$ cat src/brfm_pkg.sv
// Package: sizes and operation codes for the byte ring FIFO with pattern match.
`default_nettype none
package brfm_pkg;

	localparam int DEPTH = 256;
	localparam int AW    = $clog2(DEPTH);
	localparam int CNT_W = 9;
	localparam int DW    = 8;

	localparam logic [2:0] KIND_PUT_OVR = 3'd0;
	localparam logic [2:0] KIND_PUT_CHK = 3'd1;
	localparam logic [2:0] KIND_GET     = 3'd2;
	localparam logic [2:0] KIND_CMP     = 3'd3;
	localparam logic [2:0] KIND_CLR     = 3'd4;

	localparam logic [CNT_W-1:0] CAP_RESET = CNT_W'(256);
	localparam logic [CNT_W-1:0] DEPTH_CNT = CNT_W'(DEPTH);

	typedef struct packed {
		logic            is_cmp;
		logic            is_clr;
		logic            first;
		logic            last;
		logic            idx_fail;
		logic [DW-1:0]   data;
		logic            get_ok;
		logic            ok;
		logic [CNT_W-1:0] count;
		logic            full;
		logic            empty;
	} s1_t;

endpackage
`default_nettype wire

$ cat src/brfm_ram.sv
// Generic single-write, single-read RAM with registered read data.
`default_nettype none
module brfm_ram #(
	parameter int AW = 8,
	parameter int DW = 8
) (
	input  wire logic          clk,
	input  wire logic          we,
	input  wire logic [AW-1:0] waddr,
	input  wire logic [DW-1:0] wdata,
	input  wire logic          re,
	input  wire logic [AW-1:0] raddr,
	output logic      [DW-1:0] rdata
);

	logic [DW-1:0] mem [0:(1<<AW)-1];
	logic [DW-1:0] rdata_q;

	always_ff @(posedge clk) begin
		if (we) begin
			mem[waddr] <= wdata;
		end
		if (re) begin
			rdata_q <= mem[raddr];
		end
	end

	assign rdata = rdata_q;

endmodule
`default_nettype wire

$ cat src/byte_ring_fifo_with_match_top.sv
// Top level: byte ring FIFO with overwrite, checked put, get, clear and pattern compare.
// Accepted requests are registered in stage s1, then into the output registers.
// Throughput: one request per cycle while the result side is not stalled;
// the storage read port and the pointer update bound this to one per cycle.
// Reset: FIFO empty, capacity 256, compare state cleared; storage is not cleared.
// A capacity write also empties the FIFO and clears the compare state.
`default_nettype none
module byte_ring_fifo_with_match_top (
	input  wire logic       clk,
	input  wire logic       arst_n,
	input  wire logic       cfg_valid,
	output logic            cfg_ready,
	input  wire logic [8:0] cfg_data,
	input  wire logic       in_valid,
	output logic            in_stall,
	input  wire logic [2:0] kind,
	input  wire logic [7:0] data,
	input  wire logic       first,
	input  wire logic       last,
	output logic            out_valid,
	input  wire logic       out_stall,
	output logic [7:0]      read_data,
	output logic            ok,
	output logic            match,
	output logic            match_valid,
	output logic [8:0]      count,
	output logic            is_full,
	output logic            is_empty
);

	localparam int AW    = brfm_pkg::AW;
	localparam int CNT_W = brfm_pkg::CNT_W;
	localparam int DW    = brfm_pkg::DW;

	function automatic logic [AW-1:0] wrap_inc(input logic [AW-1:0] p,
			input logic [CNT_W-1:0] cap);
		logic [CNT_W-1:0] n;
		n = CNT_W'(p) + CNT_W'(1);
		return (n >= cap) ? '0 : AW'(n);
	endfunction

	function automatic logic [CNT_W-1:0] occ(input logic f, input logic [AW-1:0] w,
			input logic [AW-1:0] r, input logic [CNT_W-1:0] cap);
		logic [CNT_W-1:0] res;
		if (f) begin
			res = cap;
		end else if (w >= r) begin
			res = CNT_W'(w) - CNT_W'(r);
		end else begin
			res = cap + CNT_W'(w) - CNT_W'(r);
		end
		return res;
	endfunction

	logic [CNT_W-1:0] capacity_q;
	logic [AW-1:0]    wp_q, rp_q;
	logic             full_q;
	logic [CNT_W-1:0] cidx_q;
	logic             fail_q;

	logic             s1_valid_q;
	brfm_pkg::s1_t    s1_s1;

	logic             out_valid_q;
	logic [DW-1:0]    read_data_q;
	logic             ok_q, match_q, match_valid_q, full_out_q, empty_out_q;
	logic [CNT_W-1:0] count_q;

	logic             cfg_wr, in_acc, adv_out;
	logic [DW-1:0]    rdata;

	logic [CNT_W-1:0] cap_eff, n_old, ci_eff, cidx_n, count_n;
	logic [CNT_W:0]   pos_sum, pos;
	logic [AW-1:0]    wp_n, rp_n, raddr;
	logic             full_n, old_empty, empty_n, we, do_store;
	logic             ok_n, get_ok_n, idx_fail_n;
	brfm_pkg::s1_t    s1_n;
	logic             fail_n;

	assign cfg_ready = 1'b1;
	assign cfg_wr    = cfg_valid && cfg_ready;
	assign adv_out   = !out_valid_q || !out_stall;
	assign in_stall  = s1_valid_q && !adv_out;
	assign in_acc    = in_valid && !in_stall;

	always_comb begin
		if (capacity_q == '0) begin
			cap_eff = CNT_W'(1);
		end else if (capacity_q > brfm_pkg::DEPTH_CNT) begin
			cap_eff = brfm_pkg::DEPTH_CNT;
		end else begin
			cap_eff = capacity_q;
		end
	end

	always_comb begin
		old_empty  = !full_q && (wp_q == rp_q);
		n_old      = occ(full_q, wp_q, rp_q, cap_eff);
		ci_eff     = first ? '0 : cidx_q;
		pos_sum    = {1'b0, CNT_W'(rp_q)} + {1'b0, ci_eff};
		pos        = (pos_sum >= {1'b0, cap_eff}) ? pos_sum - {1'b0, cap_eff} : pos_sum;
		wp_n       = wp_q;
		rp_n       = rp_q;
		full_n     = full_q;
		cidx_n     = cidx_q;
		ok_n       = 1'b1;
		get_ok_n   = 1'b0;
		idx_fail_n = 1'b0;
		raddr      = rp_q;
		do_store   = 1'b0;
		unique case (kind)
			brfm_pkg::KIND_PUT_OVR: begin
				do_store = 1'b1;
			end
			brfm_pkg::KIND_PUT_CHK: begin
				if (full_q) begin
					ok_n = 1'b0;
				end else begin
					do_store = 1'b1;
				end
			end
			brfm_pkg::KIND_GET: begin
				if (old_empty) begin
					ok_n = 1'b0;
				end else begin
					get_ok_n = 1'b1;
					full_n   = 1'b0;
					rp_n     = wrap_inc(rp_q, cap_eff);
				end
			end
			brfm_pkg::KIND_CMP: begin
				raddr      = AW'(pos);
				idx_fail_n = (ci_eff >= n_old);
				if (last) begin
					cidx_n = '0;
				end else if (ci_eff != '1) begin
					cidx_n = ci_eff + CNT_W'(1);
				end else begin
					cidx_n = ci_eff;
				end
			end
			brfm_pkg::KIND_CLR: begin
				wp_n   = '0;
				rp_n   = '0;
				full_n = 1'b0;
				cidx_n = '0;
			end
			default: begin
			end
		endcase
		if (do_store) begin
			if (full_q) begin
				rp_n = wrap_inc(rp_q, cap_eff);
			end
			wp_n   = wrap_inc(wp_q, cap_eff);
			full_n = (wp_n == rp_n);
		end
		we      = in_acc && do_store;
		count_n = occ(full_n, wp_n, rp_n, cap_eff);
		empty_n = !full_n && (wp_n == rp_n);

		s1_n.is_cmp   = (kind == brfm_pkg::KIND_CMP);
		s1_n.is_clr   = (kind == brfm_pkg::KIND_CLR);
		s1_n.first    = first;
		s1_n.last     = last;
		s1_n.idx_fail = idx_fail_n;
		s1_n.data     = data;
		s1_n.get_ok   = get_ok_n;
		s1_n.ok       = ok_n;
		s1_n.count    = count_n;
		s1_n.full     = full_n;
		s1_n.empty    = empty_n;
	end

	brfm_ram #(
		.AW(AW),
		.DW(DW)
	) u_ram (
		.clk   (clk),
		.we    (we),
		.waddr (wp_q),
		.wdata (data),
		.re    (in_acc),
		.raddr (raddr),
		.rdata (rdata)
	);

	always_ff @(posedge clk or negedge arst_n) begin
		if (!arst_n) begin
			capacity_q <= brfm_pkg::CAP_RESET;
			wp_q       <= '0;
			rp_q       <= '0;
			full_q     <= 1'b0;
			cidx_q     <= '0;
		end else if (cfg_wr) begin
			capacity_q <= cfg_data;
			wp_q       <= '0;
			rp_q       <= '0;
			full_q     <= 1'b0;
			cidx_q     <= '0;
		end else if (in_acc) begin
			wp_q   <= wp_n;
			rp_q   <= rp_n;
			full_q <= full_n;
			cidx_q <= cidx_n;
		end
	end

	always_ff @(posedge clk or negedge arst_n) begin
		if (!arst_n) begin
			s1_valid_q <= 1'b0;
		end else if (in_acc) begin
			s1_valid_q <= 1'b1;
		end else if (adv_out) begin
			s1_valid_q <= 1'b0;
		end
	end

	always_ff @(posedge clk) begin
		if (in_acc) begin
			s1_s1 <= s1_n;
		end
	end

	// running mismatch flag of the pattern in flight
	assign fail_n = (s1_s1.first ? 1'b0 : fail_q) | s1_s1.idx_fail | (rdata != s1_s1.data);

	always_ff @(posedge clk or negedge arst_n) begin
		if (!arst_n) begin
			out_valid_q <= 1'b0;
			fail_q      <= 1'b0;
		end else begin
			if (adv_out) begin
				out_valid_q <= s1_valid_q;
			end
			if (cfg_wr) begin
				fail_q <= 1'b0;
			end else if (adv_out && s1_valid_q) begin
				if (s1_s1.is_clr) begin
					fail_q <= 1'b0;
				end else if (s1_s1.is_cmp) begin
					fail_q <= s1_s1.last ? 1'b0 : fail_n;
				end
			end
		end
	end

	always_ff @(posedge clk) begin
		if (adv_out && s1_valid_q) begin
			read_data_q   <= s1_s1.get_ok ? rdata : '0;
			ok_q          <= s1_s1.ok;
			match_valid_q <= s1_s1.is_cmp && s1_s1.last;
			match_q       <= s1_s1.is_cmp && s1_s1.last && !fail_n;
			count_q       <= s1_s1.count;
			full_out_q    <= s1_s1.full;
			empty_out_q   <= s1_s1.empty;
		end
	end

	assign out_valid   = out_valid_q;
	assign read_data   = read_data_q;
	assign ok          = ok_q;
	assign match       = match_q;
	assign match_valid = match_valid_q;
	assign count       = count_q;
	assign is_full     = full_out_q;
	assign is_empty    = empty_out_q;

endmodule
`default_nettype wire
$ cat config.mk
export PLATFORM = sky130hd
export DESIGN_NAME = byte_ring_fifo_with_match_top
export DESIGN_NICKNAME = d
export VERILOG_FILES = /design/src/brfm_pkg.sv /design/src/brfm_ram.sv /design/src/byte_ring_fifo_with_match_top.sv
export SDC_FILE = /design/constraint.sdc
export NUM_CORES = 2
export LEC_CHECK = 0
export ABC_AREA = 1
export BUFFER_PORTS_ARGS = -buffer_cell sky130_fd_sc_hd__buf_2
export CAP_MARGIN = 20
export CORE_UTILIZATION = 45
export DETAILED_ROUTE_END_ITERATION = 10
export SLEW_MARGIN = 20
export SYNTH_ARGS = -nofsm -noshare
export SYNTH_HDL_FRONTEND = slang
export SYNTH_SLANG_ARGS = --single-unit
$ cat constraint.sdc
create_clock -name clk -period 7.9 [get_ports clk]
set_input_delay 0 -clock clk [delete_from_list [all_inputs] [get_ports clk]]
set_output_delay 0 -clock clk [all_outputs]
set_load 0.02 [all_outputs]
==> key figures <==
Run status
  – Status: finished, final reports clean

STA
  – # setup viols final: 0
  – Skew final: 0.0470 ns
  – RSZ-0062 raised after global routing: false
  – Fmax: around 150 MHz
  – Final hold vios: 0
  – Setup ws final: ~1.0 ns
  – Tcrit/Tclk final: 0.870
  – Min Tclk post-route: 6.88 ns
  – Max Slew Vio Count: 0
  – Tightest Pin Transition: 1.25 ns
  – Setup TNS: 0 ns
  – Slew Limit Headroom: 0.166

Drt
  – Routed WL: ~280,000 um
  – TritonRoute pass-1 iters: 6
  – Vias: 67,100
  – Residual DRC: 0
  – Post-DRT Antenna Nets: 0
  – Vias per cell: between 5 and 6
  – Wire length per cell: between 20 and 25 um
  – Initial drt markers: roughly 7,300

Critical path
  – WP buf/inv: 5
  – Reg2Reg Capture Point: u_ram.rdata[7]
  – Worst R2R Path Depth: 30
  – CP Launch Type: register
  – CP top delay family: simple AND/OR/NAND/NOR gates
  – Reg2reg setup slack: between 1 and 1.5 ns
  – Most frequent CP cell: nand3_1
  – Max FO, Critical Path: 92
  – WP data arrival: 7.51 ns
  – CP required: ~8.5 ns
  – Critical setup path kind: register to register
  – Biggest cell delay along the critical path: slightly below 0.9 ns
  – Worst r2r src: rp_q[0]
  – Slowest-stage cell, CP: buf_4
  – CP endpoint kind: register

Floorplanning
  – Num rows: 170
  – Die Y: 469 um
  – Top Ports: 52
  – Die Wd: approximately 470 um
  – Core area: about 0.22 mm2
  – Die area: between 0.2 and 0.25 mm2
  – Initial Util: 0.455

Yosys
  – Mapped Avg Cell Area: 10.8 um2
  – Synth async-reset ratio: 0.0177
  – Register bit total from synthesis: roughly 2,100
  – Sequential fraction of the synthesis area: 0.654
  – Synth Instances: 9,114
  – Most used DFF post-synth: edfxtp_1
  – Cell variety after synth: a little under 60
  – EDFF count, synth: 2,104
  – Synthesized Nets: between 9,000 and 10,000
  – Synth warn: 0
  – Mapped Area: ~0.1 mm2

GRT
  – Vias in the first global route: 63,800
  – Pin count of the biggest net entering global routing: 183
  – Total track usage: 0.253
  – Initial antenna violation count: 11
  – First-pass GRT wire length: between 400,000 and 500,000 um
  – Gr ovfl total: 0

Finish
  – Most frequent cells in the layout: 2,104 x edfxtp_1, 1,878 x nand3_1, 1,834 x nand2_1
  – Layout Nets: 9,123
  – Layout cells sized above 1: 0.0602
  – Area grow syn2layout: 10.1%
  – Commonest non-fill, non-tap cell in the layout: edfxtp_1
  – Layout fillers: 19,000

Power
  – Worst IR Drop VDD: ~0.0002 V
  – P_leak: approximately 42 nW
  – Power Density: between 200 and 250 mW/mm2

Worst hold path
  – Hold EP: s1_s1[25]
  – Hold Path Stages: 3
  – HP Class: input port to register
  – Hold path startpoint: kind[2]

CTS
  – H-tree levels: 4
  – Cts bufs inserted: between 200 and 250
  – Post-cts resize count: 0
  – Clk_lat worst skew: slightly below 0.9 ns
  – TritonCTS clock tree: built
  – # clock sinks: around 2,100
  – CTS root buf: clkbuf_16
  – Worst-case clock buffer depth: 3
  – Reg clk slew, reported paths: roughly 0.07 ns

Placed design
  – Hpwl dp: 156,000 um
  – RD Place Congestion: about 0.91
  – Placement Setup Slack: 1.10 ns
  – PortBufs: 50

Flow run
  – Max_cap viols: 0
## sequential cells by signal, indices dropped and copies added, names as in the netlist
signal	cells
rp_q	8
match_valid	1
u_ram.mem	2048
is_empty	1
read_data	8
fail_q	1
full_q	1
cidx_q	9
count	9
capacity_q	9
is_full	1
match	1
ok	1
s1_valid_q	1
u_ram.rdata	8
s1_s1	26
out_valid	1
wp_q	8
## logic make-up (layout without fill, tap and decap cells)
logic type,Yosys count,in the layout,synth area share
XOR/XNOR,45,45,0.00402
flip-flops,2142,2142,0.654
other,1,4,0.0000382
adder cells (fa/ha/maj),103,103,0.0147
AND/OR/NAND/NOR,4716,4716,0.229
AO/OA/AOI/OAI,307,307,0.0203
buffers and inverters,1800,1866,0.0778
## area by class of cell
class	instances	area [um2]	area share
antenna	3	7.51	0.0000696
sequential	2142	64100	0.594
tap	2838	3550	0.0329
inverter	1233	4660	0.0431
clock buffer	266	5680	0.0526
clock inverter	141	1260	0.0117
timing repair buffer	226	2170	0.0201
multi-input combinational	5172	26500	0.245
## how the worst max path moves through the flow
stage	from	to	slack, ns	depth (start not counted)
floorplan	capacity_q[8]	s1_s1[10]	2.88	34
finish	rp_q[0]	u_ram.rdata[7]	1.02	30
global route	rp_q[0]	u_ram.rdata[1]	0.60	30
global placement	rp_q[0]	u_ram.rdata[5]	1.11	30
CTS	rp_q[0]	u_ram.rdata[7]	1.10	30
detailed placement	rp_q[0]	u_ram.rdata[7]	1.10	30
## metrics by stage
stage                util  total power [mW]  hold WS (ns)  instances  instance area (um2)
global placement    0.466              15.7         0.206      11600               100000
CTS                 0.501              25.8       0.00398      12000               108000
finish              0.501              25.7        0.0814      12000               108000
global route        0.501              26.4        0.0621      12000               108000
detailed placement  0.466              15.7         0.208      11600               100000
floorplan               -              14.6        -0.296       9114                98100
## layer usage
layer | track usage | vias up | part of all wire
met1 | 0.358 | 33000 | 0.43
met4 | 0.0940 | 2 | 0.037
met3 | 0.0359 | 482 | 0.078
met5 | 0 | - | 0.000032
met2 | 0.398 | 2792 | 0.46
li1 | - | 30900 | -
## report_power, final
group	internal, mW	switching, mW
Sequential	12.6	0.0536
Clock	5.69	4.46
Combinational	0.785	2.10
## repair_timing
action                                 CTS  global route
endpoints found under the hold margin  701             0
hold buffers                            59             0
buffers inserted                         0             0
## cell usage after synthesis (3+ instances only)
cell	number	area (um2)
a21oi_1	55	275
a22oi_1	3	22.5
a31oi_1	12	75.1
buf_1	43	161
buf_2	303	1520
buf_4	67	503
buf_6	29	327
clkbuf_1	122	458
clkinv_1	3	11.3
dfrtp_1	37	926
edfxtp_1	2104	63200
fa_1	20	400
ha_1	83	1040
inv_1	1221	4580
inv_2	9	33.8
nand2_1	1842	6910
nand2_2	13	81.3
nand3_1	1886	9440
nand3_2	4	40.0
nand3b_1	580	4350
nand4_1	13	81.3
nor2_1	345	1290
nor2_2	3	18.8
nor3_1	6	30.0
nor3_2	3	30.0
nor4_1	6	37.5
o211ai_1	122	916
o211ai_2	3	37.5
o21ai_0	67	335
o21ai_1	6	30.0
o21bai_1	6	45.0
o22ai_1	20	125
or2_2	6	37.5
xnor2_1	16	140
xor2_1	29	254
## tightest hold or removal path, cell delays in order
cell and delay (ns):
dlygate4sd3_1 0.52, buf_2 0.13, nor2_4 0.10
Power figures use the tool's default switching activity.
